`config.mk`:
```
export PLATFORM = sky130hd
export DESIGN_NAME = tts_ctrl
export DESIGN_NICKNAME = d
export VERILOG_FILES = /design/src/tts_pkg.sv /design/src/tts_ctrl.sv
export SDC_FILE = /design/constraint.sdc
export NUM_CORES = 1
export LEC_CHECK = 0
export BUFFER_PORTS_ARGS = -buffer_cell sky130_fd_sc_hd__buf_2
export CAP_MARGIN = 20
export CORE_AREA = 3 3 40 42
export CTS_BUF_LIST = sky130_fd_sc_hd__clkbuf_4 sky130_fd_sc_hd__clkbuf_8
export CTS_CLUSTER_SIZE = 8
export DETAILED_ROUTE_END_ITERATION = 12
export DIE_AREA = 0 0 43 45
export HOLD_SLACK_MARGIN = 0.15
export SYNTH_ARGS = -nofsm -noshare
export SYNTH_HDL_FRONTEND = slang
export SYNTH_SLANG_ARGS = --single-unit
```
`constraint.sdc`:
```
create_clock -name clk -period 1.7 [get_ports clk]
set_input_delay 0.34 -clock clk [delete_from_list [all_inputs] [get_ports clk]]
set_output_delay 0.34 -clock clk [all_outputs]
set_load 0.1 [all_outputs]
```
`src/tts_pkg.sv`:
```
// shared types and constants for the track torque split block
`default_nettype none

package tts_pkg;

	localparam int unsigned TORQUE_W = 32;
	localparam int unsigned SPEED_W  = 32;
	localparam int unsigned STEER_W  = 16;
	localparam int unsigned MB_W     = 12;
	localparam int unsigned BIAS_W   = 28;
	localparam int unsigned ALPHA_W  = 30;
	localparam int unsigned FACTOR_W = 17;
	localparam int unsigned CNT_W    = 5;
	localparam int unsigned IDX_W    = 2;

	// configuration register indexes
	localparam logic [IDX_W-1:0] CFG_BIAS_LIMIT = 2'd0;
	localparam logic [IDX_W-1:0] CFG_GYRATION   = 2'd1;
	localparam logic [IDX_W-1:0] CFG_CONNECTED  = 2'd2;

	localparam logic [MB_W-1:0]     BIAS_LIMIT_RST = 12'd512;
	localparam logic [MB_W-1:0]     BIAS_ONE       = 12'd256;
	localparam logic [SPEED_W-1:0]  DIFF_LOW       = 32'd16384;
	localparam logic [SPEED_W-1:0]  DIFF_HIGH      = 32'd32768;
	localparam logic [BIAS_W-1:0]   BIAS_UNITY     = 28'h100_0000;
	localparam logic signed [FACTOR_W-1:0] ONE_Q15 = 17'sd32768;

	typedef struct packed {
		logic signed [TORQUE_W-1:0] drive_torque;
		logic signed [SPEED_W-1:0]  left_speed;
		logic signed [SPEED_W-1:0]  right_speed;
		logic signed [STEER_W-1:0]  steer;
	} in_item_t;

	typedef struct packed {
		logic signed [TORQUE_W-1:0] left_torque;
		logic signed [TORQUE_W-1:0] right_torque;
		logic signed [SPEED_W-1:0]  shaft_speed;
	} out_item_t;

	typedef enum logic [3:0] {
		ST_IDLE,
		ST_DIFF,
		ST_BIAS,
		ST_DIV,
		ST_MUL,
		ST_ROUND,
		ST_SPLIT,
		ST_SCALE,
		ST_DONE
	} state_t;

	typedef struct packed {
		logic capture;
		logic diff_ld;
		logic bias_ld;
		logic div_step;
		logic mul_ld;
		logic rnd_ld;
		logic split_ld;
		logic scale_ld;
		logic out_ld;
	} dp_cmd_t;

	typedef struct packed {
		logic div_last;
	} dp_sts_t;

endpackage

`default_nettype wire

```
`src/tts_ctrl.sv`:
```
// control state machine for the torque split datapath
`default_nettype none

module tts_ctrl (
	input  wire logic              clk,
	input  wire logic              arst_n,
	input  wire logic              in_valid,
	output logic                   in_stall,
	output logic                   out_valid,
	input  wire logic              out_stall,
	input  wire tts_pkg::dp_sts_t  sts,
	output tts_pkg::dp_cmd_t       cmd
);

	tts_pkg::state_t state_q, state_nxt;
	logic out_valid_q;
	logic out_free;

	assign out_free  = !out_valid_q || !out_stall;
	assign out_valid = out_valid_q;

	always_ff @(posedge clk or negedge arst_n) begin
		if (!arst_n) begin
			state_q     <= tts_pkg::ST_IDLE;
			out_valid_q <= 1'b0;
		end else begin
			state_q <= state_nxt;
			if (cmd.out_ld) begin
				out_valid_q <= 1'b1;
			end else if (!out_stall) begin
				out_valid_q <= 1'b0;
			end
		end
	end

	always_comb begin
		state_nxt = state_q;
		cmd       = '0;
		in_stall  = 1'b1;
		unique case (state_q)
			tts_pkg::ST_IDLE: begin
				in_stall = 1'b0;
				if (in_valid) begin
					cmd.capture = 1'b1;
					state_nxt   = tts_pkg::ST_DIFF;
				end
			end
			tts_pkg::ST_DIFF: begin
				cmd.diff_ld = 1'b1;
				state_nxt   = tts_pkg::ST_BIAS;
			end
			tts_pkg::ST_BIAS: begin
				cmd.bias_ld = 1'b1;
				state_nxt   = tts_pkg::ST_DIV;
			end
			tts_pkg::ST_DIV: begin
				cmd.div_step = 1'b1;
				if (sts.div_last) begin
					state_nxt = tts_pkg::ST_MUL;
				end
			end
			tts_pkg::ST_MUL: begin
				cmd.mul_ld = 1'b1;
				state_nxt  = tts_pkg::ST_ROUND;
			end
			tts_pkg::ST_ROUND: begin
				cmd.rnd_ld = 1'b1;
				state_nxt  = tts_pkg::ST_SPLIT;
			end
			tts_pkg::ST_SPLIT: begin
				cmd.split_ld = 1'b1;
				state_nxt    = tts_pkg::ST_SCALE;
			end
			tts_pkg::ST_SCALE: begin
				cmd.scale_ld = 1'b1;
				state_nxt    = tts_pkg::ST_DONE;
			end
			tts_pkg::ST_DONE: begin
				// wait until the previous result has left the output register
				if (out_free) begin
					cmd.out_ld = 1'b1;
					state_nxt  = tts_pkg::ST_IDLE;
				end
			end
			default: begin
				state_nxt = tts_pkg::ST_IDLE;
			end
		endcase
	end

endmodule

`default_nettype wire

```
==> results.md <==
- The run finished, with violations left.
- The checks that failed: setup timing.
- The number of buffers created by CTS is 3.
- The synthesized instance count is 37.
- The critical path goes through or4b_4 -> a21oi_4 -> buf_12.
- In this run the number of cells on the critical path is 3.
- The number of setup violations in the final report is 3.
- The slowest stage of the critical path belongs to the cell sky130_fd_sc_hd__or4b_4.
- CTS built an H-tree with a depth of 1.
- The count of port buffers added during placement is 15.
- Summing every instance area after synthesis gives 328 sq um.
- The count of routing violations after the opening detailed-route iteration is 1.
- The highest fanout seen on the critical path is 2.
- The count of different cell masters after synthesis is 19.
- The detailed-router iteration count before antenna repair is 2.
- At the worst endpoint, the required time is 1360 ps.
- The fraction of the yosys area taken by sequential cells is 0.382.
- In the layout the commonest cells are sky130_fd_sc_hd__buf_12, sky130_fd_sc_hd__buf_2, sky130_fd_sc_hd__dfrtp_1, sky130_fd_sc_hd__buf_4.
- Dividing the detail-routed via count by the number of cells gives 4.72.
- Once layout is complete, the utilization of the core stands at 0.588.
- The number of instances on the worst hold path is 3.
- The final worst slack is -158 ps.
- STA puts the critical path data arrival time at 1520 ps.
- Synthesis inferred 5 register bits.
- The number of global-route vias before repair is 330.
- The maximum achievable frequency is 0.538 GHz.
- The tree is rooted in a sky130_fd_sc_hd__clkbuf_4.
- The startpoint type of the worst setup path is a register.
- The final cycle utilization of the critical path is 1.09.
- Measured in cells, the most critical reg-to-reg path has a length of 3.
- The initial cell density of the core is 0.255.
- The number of nets handed over by synthesis was 42.
- The clock latency of the later-clocked register in the worst-skew pair is 240 ps.
- After floorplanning, the core was divided into 13 placement rows.
- Clock skew on the completed layout was measured at 1.07 ps.
- The Yosys warning count is 0.
- The die height is 45 microns.
- The final instance count without filler cells is 76.
- The post-route DRC violation count is 0.
- The routability congestion estimate from global placement is 0.718.
- The CTS tree is built.
- The total core area is 0.00128 sq mm.
- The wire length of the first global-routing pass is 1.48 mm.
- The number of antenna diodes in the final layout is 0.
- The worst setup path is captured at a primary output.
- The number of antenna violations at the first check in global routing is 0.
- The routed design has 965 microns of wire.
- Leaving out fill and tap cells, the most frequent cell in the layout is sky130_fd_sc_hd__buf_12.
- The max-capacitance violation count is 0.
- For this run, the total global-route usage over all layers was measured as 0.115.
- Once placement completed, the tool counted placed cells totaling 67.
- Together, buffers and inverters on the worst path number 1.
- The detailed placer's ending HPWL is 711 microns.
- The total overflow reported by the global router is 0.
- In the final layout, the share of cells above drive strength 1 is 0.721.
- The max-slew headroom at the worst pin is 0.680.
- The die width is 43 microns.
- The die covers 0.00194 sq mm.
- For this design, the sink count on the clock tree is 5.
- Dividing the detail-routed wire length by the instance count gives 12.7 microns.
- The total number of nets in the final design is 67.
- The synthesized area per cell is 8.86 sq um.
- In this design, the largest share of critical-path delay is due to simple AND/OR/NAND/NOR gates.
- The post-route worst hold slack is 395 ps.
- The register clock-pin slew on the reported worst setup and hold paths is 40 ps.
- The count of nets left with antenna violations once routing finished came out at 0.
- The maximum number of buffers from clock root to sink is 2.
- The actual transition at the worst max-transition pin is 483 ps.
- The critical path class is register to primary output.
- Setup repair after global routing could not meet its margin everywhere.
- The pin count of the biggest net entering global routing is 10.
- Subtracting the final worst setup slack from the clock period gives 1860 ps.
- The biggest cell delay along the critical path is 560 ps.
- Compared with the post-synthesis result, the final layout area differs by 131%.
- The total number of vias is 359.
- The min-delay analysis places its worst path in the category input pin to register.
- The count of final max-slew check failures was 0.
- The number of top-level pins is 16.
- Fill cells in the final layout number 119.
- The final number of hold-violating endpoints is 0.
[synthesized netlist by cell type]
master	number	area share
sky130_fd_sc_hd__a211oi_1	1	0.023
sky130_fd_sc_hd__a21bo_2	1	0.031
sky130_fd_sc_hd__a21oi_1	1	0.015
sky130_fd_sc_hd__a21oi_2	1	0.027
sky130_fd_sc_hd__and3_1	1	0.019
sky130_fd_sc_hd__buf_2	2	0.031
sky130_fd_sc_hd__buf_4	1	0.023
sky130_fd_sc_hd__buf_6	1	0.034
sky130_fd_sc_hd__dfrtp_1	5	0.38
sky130_fd_sc_hd__nand2_1	4	0.046
sky130_fd_sc_hd__nand2b_1	2	0.038
sky130_fd_sc_hd__nand4b_1	1	0.027
sky130_fd_sc_hd__nor2_1	6	0.069
sky130_fd_sc_hd__nor3_1	4	0.061
sky130_fd_sc_hd__o21a_1	1	0.023
sky130_fd_sc_hd__o22ai_2	1	0.038
sky130_fd_sc_hd__o32ai_1	1	0.027
sky130_fd_sc_hd__or2b_1	2	0.046
sky130_fd_sc_hd__or4b_4	1	0.042
[state kept, by name, summed over array words and instances (netlist names)]
register,count
state_q,4
out_valid,1
[area by class of cell]
cell class              count  area (sq um)  area share
multi-input cells          28           272       0.359
well taps                  15          18.8      0.0248
flip-flops and latches      5           125       0.166
clock buffers               4          30.0      0.0397
repair buffers             24           310       0.411
[stage by stage]
step / worst slack [ps] / setup TNS, ps / instance area, sq um
after floorplan: -249 / -1440 / 408
after CTS: -148 / -295 / 709
final: -158 / -277 / 756
after global routing: -198 / -610 / 756
after global placement: 105 / 0 / 647
after detailed placement: 103 / 0 / 647
[cell families after synthesis]
kind of cell | Yosys count | synth area share
flops | 5 | 0.382
simple gates | 21 | 0.347
buf+inv | 4 | 0.0878
compound gates | 7 | 0.183
[worst register-to-register path: cells and delay by family (launching register included)]
family / cells / cell delay [ps]
flip-flops: 1 / 380
AO/OA/AOI/OAI: 1 / 80
AND/OR/NAND/NOR: 1 / 560
buffers and inverters: 1 / 160
[repair_timing]
action | 4_1_cts | 5_1_grt
buffers inserted | 2 | 2
setup endpoints to repair | 6 | 6
pin swaps | 3 | 4
resized for setup | 2 | 8
hold buffers | 1 | 0
cloned | 0 | 0
hold endpoints to repair | 5 | 0
[per-layer routing]
metal	up-vias	track usage	wire length (microns)
met5	-	0	0
met4	0	0.108	30
met3	4	0.0478	56
met2	11	0.156	498
met1	167	0.135	379
li1	177	-	-
[path summary, 6_finish.rpt]
path                                        start                     end  slack, ps
max reg2reg                state_q[1]$_DFFE_PN0P_  state_q[3]$_DFFE_PN0P_        450
min                                           sts  state_q[2]$_DFFE_PN0P_        390
min in group asynchronous                  arst_n   out_valid$_DFFE_PN0P_        440
max in group asynchronous                  arst_n  state_q[3]$_DFFE_PN0P_       1130
min reg2reg                 out_valid$_DFFE_PN0P_   out_valid$_DFFE_PN0P_        600
max                        state_q[1]$_DFFE_PN0P_                  cmd[0]       -160
Power is left out: the tool's default activity adds up to more than one toggle a clock period on the data nets, which glitch-free logic cannot reach.
